[src/design/kpt_pkg.sv]
`timescale 1ns / 1ps

package kpt_pkg;

    // Field widths of the update and result items
    localparam int KEY_W   = 48;
    localparam int LAT_W   = 28;
    localparam int LON_W   = 29;
    localparam int STAMP_W = 32;
    localparam int SPEED_W = 8;
    localparam int SLOT_W  = 4;
    localparam int REV_W   = 32;

    // Packed stream widths, rounded up to whole bytes
    localparam int IN_BITS   = KEY_W + LAT_W + LON_W + STAMP_W + SPEED_W;
    localparam int IN_DATA_W = ((IN_BITS + 7) / 8) * 8;
    localparam int OUT_BITS   = SLOT_W + 1 + 1 + REV_W;
    localparam int OUT_DATA_W = ((OUT_BITS + 7) / 8) * 8;

    // Sequencer states
    typedef enum logic [1:0] {
        ST_IDLE,
        ST_SCAN,
        ST_DRAIN,
        ST_WRITE
    } state_t;

endpackage

[src/design/keyed_position_table_upsert.sv]
`timescale 1ns / 1ps

// From the input transfer, the sequencer walks each filled entry through the shared
// key/stamp compare, then passes through a read drain state and the write state that loads
// the output register; an empty table skips the walk and goes straight to the write state.
// A new update is accepted only in idle, once the previous one is written; the write waits
// while the previous result is still held for m_tready.
// Reset (rst_n, async, active low) empties the table and clears the revision counter.
module keyed_position_table_upsert #(
    parameter int TABLE_ENTRIES = 16
) (
    input  logic                             clk,
    input  logic                             rst_n,
    input  logic                             s_tvalid,
    output logic                             s_tready,
    // node_key[47:0], latitude[75:48], longitude[104:76], stamp[136:105], speed[144:137]
    input  logic [kpt_pkg::IN_DATA_W-1:0]    s_tdata,
    output logic                             m_tvalid,
    input  logic                             m_tready,
    // slot_index[3:0], key_hit[4], evicted[5], revision[37:6]
    output logic [kpt_pkg::OUT_DATA_W-1:0]   m_tdata
);

    localparam int IDX_W = (TABLE_ENTRIES > 1) ? $clog2(TABLE_ENTRIES) : 1;
    localparam int CNT_W = $clog2(TABLE_ENTRIES + 1);
    localparam int KS_W  = kpt_pkg::KEY_W + kpt_pkg::STAMP_W;
    localparam int PL_W  = kpt_pkg::LAT_W + kpt_pkg::LON_W + kpt_pkg::SPEED_W;

    localparam int LAT_LO   = kpt_pkg::KEY_W;
    localparam int LON_LO   = LAT_LO + kpt_pkg::LAT_W;
    localparam int STAMP_LO = LON_LO + kpt_pkg::LON_W;
    localparam int SPEED_LO = STAMP_LO + kpt_pkg::STAMP_W;

    kpt_pkg::state_t state_reg, state_next;

    logic [CNT_W-1:0]              fill_reg, fill_next;
    logic [CNT_W-1:0]              issue_reg, issue_next;
    logic                          chk_valid_reg, chk_valid_next;
    logic [IDX_W-1:0]              chk_idx_reg, chk_idx_next;
    logic [kpt_pkg::REV_W-1:0]     rev_reg, rev_next;
    logic                          out_valid_reg, out_valid_next;
    logic [kpt_pkg::OUT_DATA_W-1:0] out_data_reg, out_data_next;

    logic [kpt_pkg::KEY_W-1:0]     in_key_reg;
    logic [kpt_pkg::LAT_W-1:0]     in_lat_reg;
    logic [kpt_pkg::LON_W-1:0]     in_lon_reg;
    logic [kpt_pkg::STAMP_W-1:0]   in_stamp_reg;
    logic [kpt_pkg::SPEED_W-1:0]   in_speed_reg;

    logic                          in_xfer;
    logic                          walk_clear;
    logic                          rd_en;
    logic                          wr_en;
    logic                          out_free;
    logic                          table_full;
    logic [IDX_W-1:0]              slot;
    logic                          evict;
    logic [KS_W-1:0]               ks_rd;
    logic                          walk_hit;
    logic [IDX_W-1:0]              walk_match;
    logic [IDX_W-1:0]              walk_old;

    assign in_xfer    = s_tvalid && s_tready;
    assign out_free   = !out_valid_reg || m_tready;
    assign table_full = (fill_reg == CNT_W'(TABLE_ENTRIES));

    // Pick the slot: matched entry, next free entry, or the oldest one
    always_comb
    begin
        evict = 1'b0;
        if (walk_hit)
        begin
            slot = walk_match;
        end
        else if (!table_full)
        begin
            slot = fill_reg[IDX_W-1:0];
        end
        else
        begin
            slot  = walk_old;
            evict = 1'b1;
        end
    end

    // Sequencer: next state and control
    always_comb
    begin
        state_next     = state_reg;
        fill_next      = fill_reg;
        issue_next     = issue_reg;
        chk_valid_next = 1'b0;
        chk_idx_next   = chk_idx_reg;
        rev_next       = rev_reg;
        out_valid_next = out_valid_reg && !m_tready;
        out_data_next  = out_data_reg;
        s_tready       = 1'b0;
        walk_clear     = 1'b0;
        rd_en          = 1'b0;
        wr_en          = 1'b0;
        case (state_reg)
            kpt_pkg::ST_IDLE:
            begin
                s_tready = 1'b1;
                if (s_tvalid)
                begin
                    walk_clear = 1'b1;
                    issue_next = '0;
                    state_next = (fill_reg == '0) ? kpt_pkg::ST_WRITE : kpt_pkg::ST_SCAN;
                end
            end
            kpt_pkg::ST_SCAN:
            begin
                // Issue one entry read a cycle
                rd_en          = 1'b1;
                chk_valid_next = 1'b1;
                chk_idx_next   = issue_reg[IDX_W-1:0];
                issue_next     = issue_reg + CNT_W'(1);
                if (issue_reg + CNT_W'(1) == fill_reg)
                begin
                    state_next = kpt_pkg::ST_DRAIN;
                end
            end
            kpt_pkg::ST_DRAIN:
            begin
                state_next = kpt_pkg::ST_WRITE;
            end
            kpt_pkg::ST_WRITE:
            begin
                // Commit once the output register can take the result
                if (out_free)
                begin
                    wr_en          = 1'b1;
                    rev_next       = rev_reg + kpt_pkg::REV_W'(1);
                    if (!walk_hit && !table_full)
                    begin
                        fill_next = fill_reg + CNT_W'(1);
                    end
                    out_valid_next = 1'b1;
                    out_data_next  = kpt_pkg::OUT_DATA_W'({rev_next, evict, walk_hit,
                                                           kpt_pkg::SLOT_W'(slot)});
                    state_next     = kpt_pkg::ST_IDLE;
                end
            end
            default:
            begin
                state_next = kpt_pkg::ST_IDLE;
            end
        endcase
    end

    always_ff @(posedge clk or negedge rst_n)
    begin
        if (!rst_n)
        begin
            state_reg     <= kpt_pkg::ST_IDLE;
            fill_reg      <= '0;
            issue_reg     <= '0;
            chk_valid_reg <= 1'b0;
            rev_reg       <= '0;
            out_valid_reg <= 1'b0;
        end
        else
        begin
            state_reg     <= state_next;
            fill_reg      <= fill_next;
            issue_reg     <= issue_next;
            chk_valid_reg <= chk_valid_next;
            rev_reg       <= rev_next;
            out_valid_reg <= out_valid_next;
        end
    end

    // Hold the update fields and result payload
    always_ff @(posedge clk)
    begin
        chk_idx_reg  <= chk_idx_next;
        out_data_reg <= out_data_next;
        if (in_xfer)
        begin
            in_key_reg   <= s_tdata[LAT_LO-1:0];
            in_lat_reg   <= s_tdata[LON_LO-1:LAT_LO];
            in_lon_reg   <= s_tdata[STAMP_LO-1:LON_LO];
            in_stamp_reg <= s_tdata[SPEED_LO-1:STAMP_LO];
            in_speed_reg <= s_tdata[SPEED_LO+kpt_pkg::SPEED_W-1:SPEED_LO];
        end
    end

    // Key and stamp per entry, walked during the search
    kpt_ram #(
        .WIDTH (KS_W),
        .DEPTH (TABLE_ENTRIES)
    ) u_key_ram (
        .clk     (clk),
        .wr_en   (wr_en),
        .wr_addr (slot),
        .wr_data ({in_stamp_reg, in_key_reg}),
        .rd_en   (rd_en),
        .rd_addr (issue_reg[IDX_W-1:0]),
        .rd_data (ks_rd)
    );

    // Latitude, longitude and speed per entry
    kpt_ram #(
        .WIDTH (PL_W),
        .DEPTH (TABLE_ENTRIES)
    ) u_pos_ram (
        .clk     (clk),
        .wr_en   (wr_en),
        .wr_addr (slot),
        .wr_data ({in_speed_reg, in_lon_reg, in_lat_reg}),
        .rd_en   (1'b0),
        .rd_addr ('0),
        .rd_data ()
    );

    // Shared match and oldest-stamp compare unit
    kpt_walk #(
        .IDX_W (IDX_W)
    ) u_walk (
        .clk       (clk),
        .rst_n     (rst_n),
        .clear     (walk_clear),
        .valid     (chk_valid_reg),
        .idx       (chk_idx_reg),
        .key_in    (in_key_reg),
        .key_rd    (ks_rd[kpt_pkg::KEY_W-1:0]),
        .stamp_rd  (ks_rd[KS_W-1:kpt_pkg::KEY_W]),
        .hit       (walk_hit),
        .match_idx (walk_match),
        .old_idx   (walk_old)
    );

    assign m_tvalid = out_valid_reg;
    assign m_tdata  = out_data_reg;

`ifndef ASSERT_OFF
    a_one_at_a_time: assert property (@(posedge clk) disable iff (!rst_n)
        in_xfer |=> !s_tready)
        else $error("input taken while an update is in progress");

    a_fill_bound: assert property (@(posedge clk) disable iff (!rst_n)
        fill_reg <= CNT_W'(TABLE_ENTRIES))
        else $error("fill count beyond table size");

    a_hit_no_evict: assert property (@(posedge clk) disable iff (!rst_n)
        m_tvalid |-> !(m_tdata[4] && m_tdata[5]))
        else $error("result flags both hit and eviction");

    a_evict_full: assert property (@(posedge clk) disable iff (!rst_n)
        (m_tvalid && m_tdata[5]) |-> table_full)
        else $error("eviction reported with room in the table");
`endif

endmodule

[src/design/kpt_ram.sv]
`timescale 1ns / 1ps

module kpt_ram #(
    parameter int WIDTH = 8,
    parameter int DEPTH = 16
) (
    input  logic                                  clk,
    input  logic                                  wr_en,
    input  logic [(DEPTH > 1 ? $clog2(DEPTH) : 1)-1:0] wr_addr,
    input  logic [WIDTH-1:0]                      wr_data,
    input  logic                                  rd_en,
    input  logic [(DEPTH > 1 ? $clog2(DEPTH) : 1)-1:0] rd_addr,
    output logic [WIDTH-1:0]                      rd_data
);

    logic [WIDTH-1:0] mem [DEPTH];

    // Write one word, read one word with registered output
    always_ff @(posedge clk)
    begin
        if (wr_en)
        begin
            mem[wr_addr] <= wr_data;
        end
        if (rd_en)
        begin
            rd_data <= mem[rd_addr];
        end
    end

endmodule

[src/design/kpt_walk.sv]
`timescale 1ns / 1ps

module kpt_walk #(
    parameter int IDX_W = 4
) (
    input  logic                      clk,
    input  logic                      rst_n,
    input  logic                      clear,
    input  logic                      valid,
    input  logic [IDX_W-1:0]          idx,
    input  logic [kpt_pkg::KEY_W-1:0] key_in,
    input  logic [kpt_pkg::KEY_W-1:0] key_rd,
    input  logic [kpt_pkg::STAMP_W-1:0] stamp_rd,
    output logic                      hit,
    output logic [IDX_W-1:0]          match_idx,
    output logic [IDX_W-1:0]          old_idx
);

    logic                        hit_reg, hit_next;
    logic                        first_reg, first_next;
    logic [IDX_W-1:0]            match_reg, match_next;
    logic [IDX_W-1:0]            old_reg, old_next;
    logic [kpt_pkg::STAMP_W-1:0] old_stamp_reg, old_stamp_next;
    logic                        key_eq;
    logic                        older;

    // Shared compare: key equality and unsigned stamp order, one entry a cycle
    assign key_eq = (key_rd == key_in);
    assign older  = first_reg || (stamp_rd < old_stamp_reg);

    always_comb
    begin
        hit_next       = hit_reg;
        first_next     = first_reg;
        match_next     = match_reg;
        old_next       = old_reg;
        old_stamp_next = old_stamp_reg;
        if (clear)
        begin
            hit_next   = 1'b0;
            first_next = 1'b1;
            match_next = '0;
            old_next   = '0;
        end
        else if (valid)
        begin
            // Keep the first match; strict order keeps the lowest index on ties
            if (!hit_reg && key_eq)
            begin
                hit_next   = 1'b1;
                match_next = idx;
            end
            if (older)
            begin
                old_next       = idx;
                old_stamp_next = stamp_rd;
            end
            first_next = 1'b0;
        end
    end

    always_ff @(posedge clk or negedge rst_n)
    begin
        if (!rst_n)
        begin
            hit_reg   <= 1'b0;
            first_reg <= 1'b1;
            match_reg <= '0;
            old_reg   <= '0;
        end
        else
        begin
            hit_reg   <= hit_next;
            first_reg <= first_next;
            match_reg <= match_next;
            old_reg   <= old_next;
        end
    end

    always_ff @(posedge clk)
    begin
        old_stamp_reg <= old_stamp_next;
    end

    assign hit       = hit_reg;
    assign match_idx = match_reg;
    assign old_idx   = old_reg;

endmodule

[config.mk]
export PLATFORM = sky130hd
export DESIGN_NAME = keyed_position_table_upsert
export DESIGN_NICKNAME = d
export VERILOG_FILES = /design/src/design/kpt_pkg.sv /design/src/design/keyed_position_table_upsert.sv /design/src/design/kpt_ram.sv /design/src/design/kpt_walk.sv
export SDC_FILE = /design/constraint.sdc
export NUM_CORES = 2
export LEC_CHECK = 0
export BUFFER_PORTS_ARGS = -buffer_cell sky130_fd_sc_hd__buf_2
export CAP_MARGIN = 15
export CORE_ASPECT_RATIO = 1.25
export CORE_MARGIN = 10
export CORE_UTILIZATION = 56
export CTS_CLUSTER_DIAMETER = 120
export DETAILED_ROUTE_END_ITERATION = 8
export GPL_TIMING_DRIVEN = 0
export PLACE_DENSITY = 0.86
export SYNTH_ARGS = -nofsm -noshare
export SYNTH_HDL_FRONTEND = slang
export SYNTH_SLANG_ARGS = --single-unit
export TNS_END_PERCENT = 1
[constraint.sdc]
create_clock -name clk -period 6.27 [get_ports clk]
set_input_delay 0.3135 -clock clk [delete_from_list [all_inputs] [get_ports clk]]
set_output_delay 0.3135 -clock clk [all_outputs]
set_load 0.01 [all_outputs]
==> metrics <==
HP Class=primary input to async pin; Post-Layout Cell Count=between 5000 and 6000; clk_skew=0.0322 ns; Mapped Area=0.0605 sq mm; Critical-path top delay cell=clkbuf_1; CTS Sinks=1570; Crit path required time=approximately 6.8 ns; period utilization=approximately 62%; Ys Warns=0; CTS clk-pin slew, worst paths=0.06 ns; grt ovf=0; CP max stage delay=0.89 ns; Worst Max-Slew Pin Slew=1.12 ns; Max VDD drop=~0.27 mV; maxcap violations=0; Synth area leaders=edfxtp_1, mux4_2, mux2i_1; top-area cell type share of the netlist area=75.2%; detail-routed net length per standard cell=30.3 um; Largest register FFs=1280; num rows=around 130; clk buf depth=3; outcome=finished clean; IO Pins=198; Detailed Place HPWL=just over 90000 um; minimum clock period=between 3 and 4 ns; core footprint=about 0.11 sq mm; cts bufs inserted=141; Post-DRT Antenna Nets=0; Seq/Total Area, Yosys=between 70% and 80%; syn avg cell area=between 15 and 20 sq um; vias in the first global route=about 35000; post-CTS sizing=0; Relative slew margins=25.3%; Fill cells=6528; CTS Root Cell=clkbuf_16; pre-CTS WS=about 2.6 ns; TritonCTS clock tree=built; #FFs+latches synth=1570; Post-Route Setup TNS=0 ns; global-route wire length before repair=227000 um; DRT iter0 DRCs=5390; CP Cell Sequence=clkbuf_1 -> clkbuf_1 -> clkbuf_1 -> a221oi_1 -> o21ai_0 -> nand2_1; Synth area leader=edfxtp_1; placed insts=4762; port buffer count=123; fmax=259 MHz; Die Width=314 um; Post-synth EDFFs=1514; Startpoint Class=register; ys flop type=edfxtp_1; GRT Util Overall=25.2%; crit-path most repeated cell=clkbuf_1; RSZ-0062 raised after global routing=no; vias post-DR=33800; worst skew pair latency=0.79 ns; initial antenna violation count=4; Placer Congestion=0.796; crit path DAT=4.36 ns; Final Hold Vio Count=0; final wirelength=155000 um; power density over cell area=414 mW/mm^2; Async S/R FF share, synth=3.57%; Worst Setup End Kind=register; Initial Util=between 50% and 60%; CP top delay family=buffers and inverters; Final nets=roughly 3800; buffers plus inverters on the worst setup path=3; Synth Instances=about 3100; Cell variety after synth=59; Layout area overhead=14.9%; Via density=6.63; first drt pass iteration count=8; max-slew violation count=0; largest net degree at the start of global routing=37; critical path type=register to register; H-tree Lvls=4; Pleak=23.0 nW; overall power=28.8 mW; final setup margin=between 2 and 2.5 ns; DR DRC count=0; # setup viols final=0; final core area utilization=65.0%; crit-path max FO=10; die height=387 um; die area=about 0.12 sq mm; layout cell share with drive strength beyond 1=19.5%
stage by stage:
step                      hold WS [ns]  cell area (sq um)
after floorplan                 0.0179              60500
after global placement           0.436              62900
after detailed placement         0.369              64300
after CTS                        0.101              69500
after global routing             0.149              69500
final                            0.114              69500
synth_stat cells (all sizes together) (6+ instances only):
| master | count |
|---|---|
| ha | 39 |
| nor3 | 8 |
| dfrtp | 55 |
| a22oi | 81 |
| clkbuf | 82 |
| o21ai | 172 |
| edfxtp | 1514 |
| and3 | 8 |
| nand2 | 136 |
| nor2 | 35 |
| inv | 44 |
| a21oi | 94 |
| a221oi | 80 |
| mux2 | 80 |
| xor2 | 62 |
| buf | 72 |
| mux2i | 246 |
| xnor2 | 54 |
| nand2b | 10 |
| nor4 | 12 |
| mux4 | 160 |
| a21o | 6 |
| nand3 | 31 |
| nand4 | 17 |
metal layers:
metal | GRT usage (%) | wire length (um) | vias to the layer above
met2 | 41.1 | 76200 | 2874
met5 | 0 | 31 | -
met4 | 14.2 | 9480 | 4
met1 | 30.1 | 50900 | 16800
met3 | 6.76 | 18000 | 659
li1 | - | - | 13500
cell families (layout without fill, tap and decap cells):
group,Yosys count,in the layout,synth area share [%]
flip-flops,1570,1570,77.5
multiplexers,486,486,11.5
other,1,4,0.00620
AO/OA/AOI/OAI,459,459,4.79
AND/OR/NAND/NOR,279,279,2.26
adder cells (fa/ha/maj),39,39,0.807
buffers and inverters,199,724,1.43
XOR/XNOR,116,116,1.68
final cells by class:
type | count | area, sq um | area share, %
buffer | 154 | 696 | 1.00
timing repair buffer | 267 | 2710 | 3.90
clock inverter | 80 | 648 | 0.933
inverter | 45 | 171 | 0.247
antenna | 2 | 5.00 | 0.00720
tap | 1428 | 1790 | 2.57
multi-input combinational | 1381 | 12900 | 18.5
sequential | 1570 | 46900 | 67.4
clock buffer | 178 | 3740 | 5.38
cell usage in the layout, fill, tap and decap left out, types with 31 or more instances in the layout:
| cell | Yosys | routed |
|---|---|---|
| buf_2 | 51 | 174 |
| a21oi_1 | 94 | 94 |
| mux2_2 | 80 | 80 |
| o21ai_0 | 168 | 168 |
| ha_1 | 39 | 38 |
| mux4_2 | 160 | 160 |
| buf_12 | 0 | 49 |
| inv_1 | 44 | 43 |
| mux2i_1 | 246 | 246 |
| dlygate4sd3_1 | 0 | 83 |
| a221oi_1 | 80 | 80 |
| clkinv_1 | 1 | 31 |
| nand2_1 | 136 | 136 |
| xor2_1 | 62 | 62 |
| dfrtp_1 | 55 | 55 |
| edfxtp_1 | 1514 | 1514 |
| clkbuf_1 | 82 | 114 |
| clkbuf_16 | 0 | 144 |
| xnor2_1 | 54 | 54 |
| a22oi_1 | 81 | 81 |
power by group:
part | leakage [nW] | switching, mW | total [mW] | internal (mW)
clock network | 2.12 | 3.85 | 8.37 | 4.52
registers | 14.4 | 0.713 | 13.9 | 13.1
logic | 6.48 | 4.09 | 6.52 | 2.43
repair_timing:
action	4_1_cts	5_1_grt
hold buffers	83	0
setup buffers	0	0
hold endpoints to repair	137	0
final timing paths:
path	from	endpoint	slack, ns	cells past startpoint
setup / recovery	issue_reg[3]$_DFFE_PN0P_	u_key_ram.rd_data[28]$_DFFE_PP_	2.41	6
hold / removal	rst_n	u_walk.match_idx[1]$_DFFE_PN0P_	0.11	2
setup reg to reg	issue_reg[3]$_DFFE_PN0P_	u_key_ram.rd_data[28]$_DFFE_PP_	2.41	6
hold reg to reg	u_key_ram.rd_data[74]$_DFFE_PP_	u_walk.old_stamp_reg[26]$_DFFE_PP_	0.46	0
max in group asynchronous	rst_n	rev_reg[23]$_DFFE_PN0P_	5.55	3
min in group clk	s_tdata[106]	in_stamp_reg[1]$_DFFE_PP_	0.25	2
(Power assumes the default switching activity.)
